**src/hw/rtl/pltf_pkg.sv**
```systemverilog
// ----------------------------------------------------------------------------
// pltf_pkg: shared types and constants
// Action codes and the payload types used by the channel interfaces.
// ----------------------------------------------------------------------------
package pltf_pkg;

    // table depth; point_index and the count registers are sized for it
    localparam int MAX_POINTS = 8;

    typedef enum logic [1:0] {
        ACT_LOAD_COLOR   = 2'd0,
        ACT_LOAD_OPACITY = 2'd1,
        ACT_EVALUATE     = 2'd2,
        ACT_NONE         = 2'd3
    } t_action;

    typedef struct packed {
        logic [1:0]  action;
        logic [2:0]  point_index;
        logic [15:0] point_position;
        logic [15:0] value_red;
        logic [15:0] value_green;
        logic [15:0] value_blue;
        logic [15:0] value_opacity;
        logic [15:0] sample_position;
    } t_in_word;

    typedef struct packed {
        logic [7:0] out_red;
        logic [7:0] out_green;
        logic [7:0] out_blue;
        logic [7:0] out_alpha;
    } t_out_word;

    localparam logic [3:0] REG_COLOR_COUNT   = 4'd0;
    localparam logic [3:0] REG_OPACITY_COUNT = 4'd1;

endpackage

```
**src/hw/rtl/pltf_in_if.sv**
```systemverilog
// ----------------------------------------------------------------------------
// pltf_in_if: input word channel
// Valid/ready channel carrying one input word.
// ----------------------------------------------------------------------------
interface pltf_in_if;
    logic               valid;
    logic               ready;
    pltf_pkg::t_in_word data;
    modport source (output valid, output data, input ready);
    modport sink   (input valid, input data, output ready);
endinterface

```
**src/hw/rtl/pltf_out_if.sv**
```systemverilog
// ----------------------------------------------------------------------------
// pltf_out_if: result word channel
// Valid/ready channel carrying one result word.
// ----------------------------------------------------------------------------
interface pltf_out_if;
    logic                valid;
    logic                ready;
    pltf_pkg::t_out_word data;
    modport source (output valid, output data, input ready);
    modport sink   (input valid, input data, output ready);
endinterface

```
**src/hw/rtl/piecewise_linear_transfer_function_unit.sv**
```systemverilog
// ----------------------------------------------------------------------------
// piecewise_linear_transfer_function_unit: color/opacity lookup with lerp
// Two control point tables in synchronous RAM, scan plus serial divide.
// ----------------------------------------------------------------------------
// Usage: words arrive on i_in (valid/ready). A load word writes one point to
// the color or opacity table. An evaluate word scans both tables (one RAM
// read per point, registered), then interpolates red, green, blue and alpha
// one after another, each by a 32-by-16 restoring divide, then scales to a
// byte. One result word leaves on o_out. i_in.ready returns in the same cycle
// that o_out goes valid. One word is in flight at a time.
// The result sits in an output register; while o_out stalls the block may
// already accept the next word and only waits to deliver its own result.
// Reset (i_rst_n low, synchronous) clears control state and starts a clearing
// pass over all MAX_POINTS entries that writes the default ramps into both
// tables; no word is accepted during it. Counts reset to 5 and 2; the user
// must write them over the APB port only while idle, as the block itself
// does not enforce it.
// ----------------------------------------------------------------------------
module piecewise_linear_transfer_function_unit (
    input  logic        i_clk,
    input  logic        i_rst_n,
    pltf_in_if.sink     i_in,
    pltf_out_if.source  o_out,
    input  logic        psel,
    input  logic        penable,
    input  logic        pwrite,
    input  logic [2:0]  paddr,
    input  logic [31:0] pwdata,
    output logic [31:0] prdata,
    output logic        pready
);
    localparam int MAX_POINTS = pltf_pkg::MAX_POINTS;
    localparam int AW = $clog2(MAX_POINTS);
    localparam int CW = AW + 1;

    typedef enum logic [3:0] {
        S_INIT, S_IDLE, S_SCAN, S_SCAN_WAIT, S_SEL, S_SEL_WAIT,
        S_SETUP, S_DIV, S_NEXT, S_DONE
    } t_state;

    // memories: color {pos,r,g,b}, opacity {pos,a}
    logic [63:0] r_cmem [MAX_POINTS];
    logic [31:0] r_omem [MAX_POINTS];
    logic [63:0] r_crd;
    logic [31:0] r_ord;
    logic [AW-1:0] n_raddr;
    logic          n_we_c, n_we_o;
    logic [AW-1:0] n_waddr;
    logic [63:0]   n_wc;
    logic [31:0]   n_wo;

    // configuration
    localparam logic REG0 = pltf_pkg::REG_COLOR_COUNT[0];
    logic [3:0] r_ccnt, r_ocnt;
    logic       cfg_wr;
    assign pready = 1'b1;
    assign cfg_wr = psel && penable && pwrite;
    always_comb begin
        unique case (paddr[2])
            REG0:    prdata = {28'd0, r_ccnt};
            default: prdata = {28'd0, r_ocnt};
        endcase
    end

    always_ff @(posedge i_clk) begin
        if (!i_rst_n) begin
            r_ccnt <= 4'd5;
            r_ocnt <= 4'd2;
        end else if (cfg_wr && paddr[1:0] == 2'd0) begin
            if (paddr[2] == pltf_pkg::REG_OPACITY_COUNT[0]) r_ocnt <= pwdata[3:0];
            else r_ccnt <= pwdata[3:0];
        end
    end

    // clamped counts
    logic [CW-1:0] ccl, ocl;
    assign ccl = (r_ccnt > 4'(MAX_POINTS)) ? CW'(MAX_POINTS) : CW'(r_ccnt);
    assign ocl = (r_ocnt > 4'(MAX_POINTS)) ? CW'(MAX_POINTS) : CW'(r_ocnt);

    t_state        r_state;
    logic [CW-1:0] r_idx;
    logic [15:0]   r_p;
    logic          r_tab;      // 0 color, 1 opacity
    logic [AW-1:0] r_k;
    logic          r_found;    // first i with p <= pos[i] seen
    logic          r_interp;
    logic [15:0]   r_first_pos;
    logic [15:0]   r_last_pos;
    logic [1:0]    r_ch;
    logic [63:0]   r_lo_c, r_hi_c;
    logic [31:0]   r_lo_o, r_hi_o;
    logic [31:0]   r_rem_num;  // dividend shifting out
    logic [16:0]   r_rem;
    logic [15:0]   r_d;
    logic [31:0]   r_q;
    logic [5:0]    r_cnt;
    logic [15:0]   r_val [4];
    logic          r_ovalid;
    pltf_pkg::t_out_word r_odata;

    logic in_fire, out_fire;
    assign in_fire  = i_in.valid && i_in.ready;
    assign out_fire = o_out.valid && o_out.ready;
    assign i_in.ready = (r_state == S_IDLE);
    assign o_out.valid = r_ovalid;
    assign o_out.data  = r_odata;

    // default table contents for the clearing pass
    function automatic logic [63:0] cdef(input logic [CW-1:0] i);
        case (i)
            CW'(0):  cdef = {16'd0,     16'd0,     16'd0,     16'd65535};
            CW'(1):  cdef = {16'd16384, 16'd0,     16'd65535, 16'd65535};
            CW'(2):  cdef = {16'd32768, 16'd0,     16'd65535, 16'd0};
            CW'(3):  cdef = {16'd49151, 16'd65535, 16'd65535, 16'd0};
            CW'(4):  cdef = {16'd65535, 16'd65535, 16'd0,     16'd0};
            default: cdef = 64'd0;
        endcase
    endfunction

    // current table entry position and count
    logic [15:0]   rd_pos;
    logic [CW-1:0] cur_cnt;
    assign rd_pos  = r_tab ? r_ord[31:16] : r_crd[63:48];
    assign cur_cnt = r_tab ? ocl : ccl;

    // interpolation operands for the current channel
    logic [15:0] lo_pos, hi_pos, lo_v, hi_v;
    always_comb begin
        lo_pos = r_tab ? r_lo_o[31:16] : r_lo_c[63:48];
        hi_pos = r_tab ? r_hi_o[31:16] : r_hi_c[63:48];
        case (r_ch)
            2'd0:    begin lo_v = r_lo_c[47:32]; hi_v = r_hi_c[47:32]; end
            2'd1:    begin lo_v = r_lo_c[31:16]; hi_v = r_hi_c[31:16]; end
            2'd2:    begin lo_v = r_lo_c[15:0];  hi_v = r_hi_c[15:0];  end
            default: begin lo_v = r_lo_o[15:0];  hi_v = r_hi_o[15:0];  end
        endcase
    end
    logic [15:0] sp_d, sp_n;
    assign sp_d = (hi_pos > lo_pos) ? hi_pos - lo_pos : 16'd1;
    always_comb begin
        sp_n = (r_p > lo_pos) ? r_p - lo_pos : 16'd0;
        if (sp_n > sp_d) sp_n = sp_d;
    end
    // weighted sum: products registered first, then summed
    logic [31:0] r_pa, r_pb;
    logic        r_mulph;

    // restoring divide step
    logic [16:0] rem_sh;
    logic        ge;
    assign rem_sh = {r_rem[15:0], r_rem_num[31]};
    assign ge     = rem_sh >= {1'b0, r_d};

    // byte scaling: floor(v/257) = (v*255 + 255) >> 16 fits for 16-bit v
    function automatic logic [7:0] to_byte(input logic [15:0] v);
        logic [25:0] t;
        t = 26'(v) * 26'd255 + 26'd255;
        to_byte = t[23:16];
    endfunction

    always_comb begin
        n_raddr = r_idx[AW-1:0];
        // slot fetch: hi entry k first, then lo entry k-1
        if (r_state == S_SEL_WAIT) n_raddr = (r_idx == '0) ? r_k : r_k - 1'b1;
        n_we_c = 1'b0; n_we_o = 1'b0;
        n_waddr = i_in.data.point_index[AW-1:0];
        n_wc = {i_in.data.point_position, i_in.data.value_red,
                i_in.data.value_green, i_in.data.value_blue};
        n_wo = {i_in.data.point_position, i_in.data.value_opacity};
        if (r_state == S_INIT) begin
            n_we_c = 1'b1; n_we_o = 1'b1;
            n_waddr = r_idx[AW-1:0];
            n_wc = cdef(r_idx);
            n_wo = (r_idx == CW'(1)) ? 32'hFFFF_FFFF : 32'd0;
        end else if (in_fire && 32'(i_in.data.point_index) < MAX_POINTS) begin
            n_we_c = (i_in.data.action == pltf_pkg::ACT_LOAD_COLOR);
            n_we_o = (i_in.data.action == pltf_pkg::ACT_LOAD_OPACITY);
        end
    end

    always_ff @(posedge i_clk) begin
        if (n_we_c) r_cmem[n_waddr] <= n_wc;
        if (n_we_o) r_omem[n_waddr] <= n_wo;
        r_crd <= r_cmem[n_raddr];
        r_ord <= r_omem[n_raddr];
    end

    always_ff @(posedge i_clk) begin
        if (!i_rst_n) begin
            r_state  <= S_INIT;
            r_idx    <= '0;
            r_ovalid <= 1'b0;
        end else begin
            if (out_fire && r_state != S_DONE) r_ovalid <= 1'b0;
            unique case (r_state)
                S_INIT: begin
                    r_idx <= r_idx + 1'b1;
                    if (r_idx == CW'(MAX_POINTS - 1)) r_state <= S_IDLE;
                end
                S_IDLE: begin
                    r_idx <= '0;
                    if (in_fire && i_in.data.action == pltf_pkg::ACT_EVALUATE) begin
                        r_p   <= i_in.data.sample_position;
                        r_tab <= 1'b0;
                        r_state <= S_SCAN;
                    end
                end
                S_SCAN: begin
                    // address r_idx presented; data next cycle
                    r_found <= 1'b0;
                    r_k     <= '0;
                    if (cur_cnt == '0) begin
                        r_state <= S_NEXT;
                    end else begin
                        r_state <= S_SCAN_WAIT;
                        r_idx   <= r_idx + 1'b1;
                    end
                end
                S_SCAN_WAIT: begin
                    // rd_pos belongs to entry r_idx-1
                    if (r_idx == CW'(1)) r_first_pos <= rd_pos;
                    if (!r_found && r_p <= rd_pos) begin
                        r_found <= 1'b1;
                        r_k <= AW'(r_idx - 1'b1);
                    end
                    if (r_idx == cur_cnt) begin
                        r_last_pos <= rd_pos;
                        r_state <= S_SEL;
                    end else begin
                        r_idx <= r_idx + 1'b1;
                    end
                end
                S_SEL: begin
                    // r_last_pos is last entry; decide slot
                    if (r_p <= r_first_pos) begin
                        r_k <= '0; r_interp <= 1'b0;
                    end else if (r_p >= r_last_pos || !r_found) begin
                        r_k <= AW'(cur_cnt - 1'b1); r_interp <= 1'b0;
                    end else begin
                        r_interp <= 1'b1;
                    end
                    r_idx <= '0;
                    r_state <= S_SEL_WAIT;
                end
                S_SEL_WAIT: begin
                    // read hi entry k then lo entry k-1
                    if (r_idx == '0) begin
                        r_idx <= CW'(1);
                    end else if (r_idx == CW'(1)) begin
                        if (r_tab) r_hi_o <= r_ord; else r_hi_c <= r_crd;
                        r_idx <= CW'(2);
                    end else begin
                        if (r_tab) r_lo_o <= r_ord; else r_lo_c <= r_crd;
                        r_ch <= r_tab ? 2'd3 : 2'd0;
                        r_mulph <= 1'b0;
                        r_state <= S_SETUP;
                    end
                end
                S_SETUP: begin
                    if (!r_interp) begin
                        r_val[r_ch] <= hi_v;
                        r_state <= S_NEXT;
                    end else if (!r_mulph) begin
                        r_pa <= 32'(lo_v) * 32'(sp_d - sp_n);
                        r_pb <= 32'(hi_v) * 32'(sp_n);
                        r_mulph <= 1'b1;
                    end else begin
                        r_rem_num <= r_pa + r_pb;
                        r_d   <= sp_d;
                        r_rem <= '0;
                        r_cnt <= '0;
                        r_state <= S_DIV;
                    end
                end
                S_DIV: begin
                    r_rem     <= ge ? rem_sh - {1'b0, r_d} : rem_sh;
                    r_rem_num <= {r_rem_num[30:0], 1'b0};
                    r_q       <= {r_q[30:0], ge};
                    r_cnt     <= r_cnt + 1'b1;
                    if (r_cnt == 6'd31) begin
                        r_val[r_ch] <= {r_q[14:0], ge};
                        r_state <= S_NEXT;
                    end
                end
                S_NEXT: begin
                    r_idx <= '0;
                    r_mulph <= 1'b0;
                    if (!r_tab && r_interp && r_ch != 2'd2 && cur_cnt != '0) begin
                        r_ch <= r_ch + 1'b1;
                        r_state <= S_SETUP;
                    end else if (!r_tab) begin
                        if (cur_cnt == '0) begin
                            r_val[0] <= '0; r_val[1] <= '0; r_val[2] <= '0;
                        end else if (!r_interp) begin
                            r_val[0] <= r_hi_c[47:32];
                            r_val[1] <= r_hi_c[31:16];
                            r_val[2] <= r_hi_c[15:0];
                        end
                        r_tab <= 1'b1;
                        r_state <= S_SCAN;
                    end else begin
                        if (cur_cnt == '0) r_val[3] <= '0;
                        r_state <= S_DONE;
                    end
                end
                S_DONE: begin
                    if (!r_ovalid || out_fire) begin
                        r_odata.out_red   <= to_byte(r_val[0]);
                        r_odata.out_green <= to_byte(r_val[1]);
                        r_odata.out_blue  <= to_byte(r_val[2]);
                        r_odata.out_alpha <= to_byte(r_val[3]);
                        r_ovalid <= 1'b1;
                        r_state  <= S_IDLE;
                    end
                end
                default: r_state <= S_IDLE;
            endcase
        end
    end

    // read address k / k-1 during slot fetch
    // (r_idx drives the RAM in scan; during fetch override)
    logic unused_ok;
    assign unused_ok = &{pwdata[31:4], paddr};

    a_no_accept_busy: assert property (@(posedge i_clk) disable iff (!i_rst_n)
        (r_state != S_IDLE) |-> !i_in.ready) else $error("ready while busy");
    a_out_hold: assert property (@(posedge i_clk) disable iff (!i_rst_n)
        (o_out.valid && !o_out.ready) |=> $stable(o_out.data)) else $error("result changed");
    a_div_len: assert property (@(posedge i_clk) disable iff (!i_rst_n)
        (r_state == S_DIV && r_cnt != 6'd31) |=> (r_state == S_DIV))
        else $error("divide cut short");
endmodule

```
**src/flat_wrapper.sv**
```systemverilog
// flat-port wrapper written by rule: the top's interface ports become plain ports
module piecewise_linear_transfer_function_unit_flat 
  (i_clk, i_rst_n, psel, penable, pwrite, paddr, pwdata, prdata, pready, i_in_valid, i_in_data, i_in_ready, o_out_valid, o_out_data, o_out_ready);
  pltf_in_if i_in_i ();
  pltf_out_if o_out_i ();
  input  logic i_clk;
  input  logic i_rst_n;
  input  logic psel;
  input  logic penable;
  input  logic pwrite;
  input  logic [2:0] paddr;
  input  logic [31:0] pwdata;
  output logic [31:0] prdata;
  output logic pready;
  input wire logic [$bits(i_in_i.valid)-1:0] i_in_valid;
  input wire logic [$bits(i_in_i.data)-1:0] i_in_data;
  output wire logic [$bits(i_in_i.ready)-1:0] i_in_ready;
  output wire logic [$bits(o_out_i.valid)-1:0] o_out_valid;
  output wire logic [$bits(o_out_i.data)-1:0] o_out_data;
  input wire logic [$bits(o_out_i.ready)-1:0] o_out_ready;
  assign i_in_i.valid = i_in_valid;
  assign i_in_i.data = i_in_data;
  assign i_in_ready = i_in_i.ready;
  assign o_out_valid = o_out_i.valid;
  assign o_out_data = o_out_i.data;
  assign o_out_i.ready = o_out_ready;
  piecewise_linear_transfer_function_unit u_core (.i_clk(i_clk), .i_rst_n(i_rst_n), .i_in(i_in_i), .o_out(o_out_i), .psel(psel), .penable(penable), .pwrite(pwrite), .paddr(paddr), .pwdata(pwdata), .prdata(prdata), .pready(pready));
endmodule
```
**config.mk**
```make
export PLATFORM = sky130hd
export DESIGN_NAME = piecewise_linear_transfer_function_unit_flat
export DESIGN_NICKNAME = d
export VERILOG_FILES = /design/src/hw/rtl/pltf_pkg.sv /design/src/hw/rtl/pltf_in_if.sv /design/src/hw/rtl/pltf_out_if.sv /design/src/hw/rtl/piecewise_linear_transfer_function_unit.sv /design/src/flat_wrapper.sv
export SDC_FILE = /design/constraint.sdc
export NUM_CORES = 2
export LEC_CHECK = 0
export BUFFER_PORTS_ARGS = -buffer_cell sky130_fd_sc_hd__buf_2
export CORE_UTILIZATION = 44
export DETAILED_ROUTE_END_ITERATION = 12
export PLACE_DENSITY = 0.63
export SYNTH_ARGS = -nofsm -noshare
export SYNTH_HDL_FRONTEND = slang
export SYNTH_SLANG_ARGS = --single-unit
```
**constraint.sdc**
```tcl
create_clock -name i_clk -period 25.2 [get_ports i_clk]
set_input_delay 1.26 -clock i_clk [delete_from_list [all_inputs] [get_ports i_clk]]
set_output_delay 1.26 -clock i_clk [all_outputs]
set_load 0.02 [all_outputs]
```
==> impl_metrics.tcl <==
set metrics [dict create \
    synth_mux_area_share_pct 1.401 \
    crit_fanout 49 \
    hold_end "u_core.r_hi_o[14]" \
    numPortBuffers 152 \
    syn_area_per_cell_um2 11.06 \
    hold-path-cell-count 0 \
    synthFlopType "edfxtp_1" \
    synth_top_family_by_area "adder cells" \
    critPathMaxStageDelay_ns 1.02 \
    maxCapViolCount 0 \
    startpoint_type "register" \
    synth.ff_latch_count 1375 \
    cts.sink_count 1375 \
    slew_violations 0 \
    rsz0062_at_grt "false" \
    num_rows 162 \
    finalWirelength_um 223400 \
    power_density_mw_per_mm2 103.6 \
    final_util_pct 49.01 \
    synthDistinctLibCells 93 \
    final-hold-violation-count 0 \
    reg2reg_slack_ns 9.32 \
    finalCritPeriodShare_pct 63.00 \
    clock.fmax_ghz 0.06299 \
    cts.clk_slew.worst_paths_ns 0.06 \
    p_leak_nw 40.47 \
    cts_buffers 147 \
    fin_setup_tns_ns 0 \
    coreArea_mm2 0.1958 \
    max-vdd-ir-drop_v 0.0001821 \
    outcome "complete, no violations" \
    arrival_ns 16.42 \
    async_flop_share_pct 0 \
    critical_path.top_delay_family "adder cells" \
    initial_core_util_pct 44.46 \
    timing.rr.start "u_core.r_tab" \
    worst_slew_pin_slew_ns 1.328 \
    dp_hpwl_um 158600 \
    vias 57240 \
    hp-class "register to register" \
    grt_pass1_vias 57940 \
    fin_skew_ns 0.05664 \
    slew_headroom_pct 10.82 \
    hold_buffers 0 \
    die_area_mm2 0.1996 \
    route.detailed.drc 0 \
    wl_per_cell_um 20.76 \
    synth.area.top_cells "edfxtp_1 44%, fa_1 17%, ha_1 7.6%" \
    setup_viol 0 \
    cp_common_cell "fa_1" \
    gr-total-overflow 0 \
    fin_crit_ns 15.88 \
    postRouteAntennaNets 0 \
    die_h_um 446.8 \
    synth_edf_count 1262 \
    grt_start_max_net_pins 180 \
    finalNetCount 9421 \
    synth-seq-area-share_pct 46.13 \
    synth-simple-area-share_pct 13.61 \
    synthAdderAreaFrac_pct 24.67 \
    h-tree-depth 4 \
    drt_iter0_markers 4690 \
    cts_resized 0 \
    syn-cell-area_mm2 0.08705 \
    endpoint_kind "register" \
    r2r_cells 52 \
    timing_worst_setup_path_type "register to register" \
    hold_path_startpoint "u_core.r_ord[14]" \
    place_congestion 0.9373 \
    synth_top_area_cell "edfxtp_1" \
    grt_pass1_wl_um 343400 \
    vias_per_cell 5.318 \
    dieWidth_um 446.8 \
    path_buf_inv 9 \
    drive_gt1_share_pct 7.739 \
    synth-xor-area-share_pct 2.103 \
    synth_top_cell_area_share_pct 43.53 \
    ys_warn_count 0 \
    clock_latency_ns 0.83 \
    tritoncts "done" \
    cts-root-buf "clkbuf_16" \
    antenna_found_initial 14 \
    area_growth_pct 10.22 \
    cts_setup_buffers 0 \
    track_usage_pct 22.65 \
    ioPinCount 210 \
    slowest_stage "xnor2_1" \
    total_power_w 0.009941 \
    clockBufferDepth 3 \
    dr.pass1.iters 7 \
    critPathRequiredTime_ns 25.74 \
    r2r_end "u_core.r_pa[31]" \
    synth_compound_area_share_pct 6.060 \
    syn_inst 7869 \
]
logic make-up (layout without fill, tap and decap cells):
group | after synthesis | in the layout
other | 2 | 41
xor gates and xnor gates | 209 | 209
AOI/OAI and AO/OA | 812 | 812
adders and majority gates | 1272 | 1272
muxes | 114 | 114
DFF | 1375 | 1375
buffers and inverters | 1333 | 1565
and+or+nand+nor | 2752 | 2752
registers in the layout (all words and copies together), names as in the netlist, 6 cells and up:
name,flops
u_core.r_lo_o,32
u_core.r_cmem,512
u_core.r_crd,64
u_core.r_first_pos,16
u_core.r_p,16
u_core.r_hi_c,64
u_core.r_pa,32
u_core.r_cnt,6
u_core.r_d,16
u_core.o_out.data,32
u_core.r_hi_o,32
u_core.r_omem,256
u_core.r_ord,32
u_core.r_q,15
u_core.r_rem,16
u_core.r_pb,32
u_core.r_rem_num,32
u_core.r_last_pos,16
u_core.r_val,64
u_core.r_lo_c,64
cells in the mapped netlist, drive strengths merged (24+ instances only):
library cell and n:
o21ai 227, nand4 28, fa 741, ha 531, clkbuf 197, nand2 1460
nor3 61, a21oi 188, a21o 144, nor2 412, xor2 66, and3 24
dfxtp 113, xnor2 143, edfxtp 1262, mux2 43, and2 40, nand3 529
buf 110, inv 1025, a31oi 24, nand2b 52, o21a 43, mux2i 71
nor2b 88
worst max-delay path by stage:
stage          cells past startpoint         endpoint    startpoint  slack, ns
6_report                          52  u_core.r_pa[31]  u_core.r_tab       9.32
5_1_grt                           55  u_core.r_pa[30]  u_core.r_tab       8.32
3_3_place_gp                      55  u_core.r_pa[30]  u_core.r_tab       9.65
3_5_place_dp                      52  u_core.r_pa[30]  u_core.r_tab       9.54
4_1_cts                           52  u_core.r_pa[31]  u_core.r_tab       9.50
2_1_floorplan                     59  u_core.r_pa[30]  u_core.r_tab      11.34
cells in the final DEF (no fill, tap or decap), types with 42 or more instances in the layout:
master	count
mux2i_1	69
nor2_1	392
nand2b_1	52
nand3_1	528
fa_1	741
a21oi_1	183
edfxtp_1	1262
nand2_1	1459
xnor2_1	143
clkbuf_16	150
xor2_1	66
o21ai_0	200
buf_2	152
a21o_1	143
nor2b_1	88
o21a_1	42
buf_4	113
inv_1	1021
nor3_1	59
ha_1	531
dfxtp_1	113
routing by layer:
layer | track usage, % | routed length [µm] | vias to the layer above
met5 | 0 | 27 | -
met4 | 10.43 | 10680 | 4
met3 | 3.902 | 16060 | 425
met2 | 36.02 | 102900 | 1923
met1 | 30.27 | 93790 | 28390
li1 | - | - | 26510
through the flow:
stage / hold WS, ns / std cells / setup WS [ns] / instance area [µm²]
finish: 0.4155 / 10760 / 9.325 / 95950
global route: 0.4228 / 10760 / 8.324 / 95930
detailed placement: 0.4153 / 10480 / 9.536 / 90980
global placement: 0.4125 / 10480 / 9.650 / 90980
floorplan: 0.4037 / 7896 / 11.34 / 87150
CTS: 0.3950 / 10750 / 9.504 / 95920
power by group:
part | total (W) | switching (W) | internal [W] | leakage (nW)
logic | 0.00411 | 0.00270 | 0.00141 | 25.5
registers | 0.00365 | 0.000207 | 0.00344 | 12.6
clock network | 0.00219 | 0.000937 | 0.00125 | 2.39
total | 0.00994 | 0.00385 | 0.00609 | 40.5
layout make-up:
cell class	count	area (µm²)
antenna	12	30.03
clock buffer	190	4034
clock inverter	81	912.1
fill	17410	99850
inverter	1026	3851
multi-input combinational	5188	42020
sequential	1375	40160
tap	2624	3283
timing repair buffer	268	1669
Note: power is estimated with default switching activity, not from simulation.
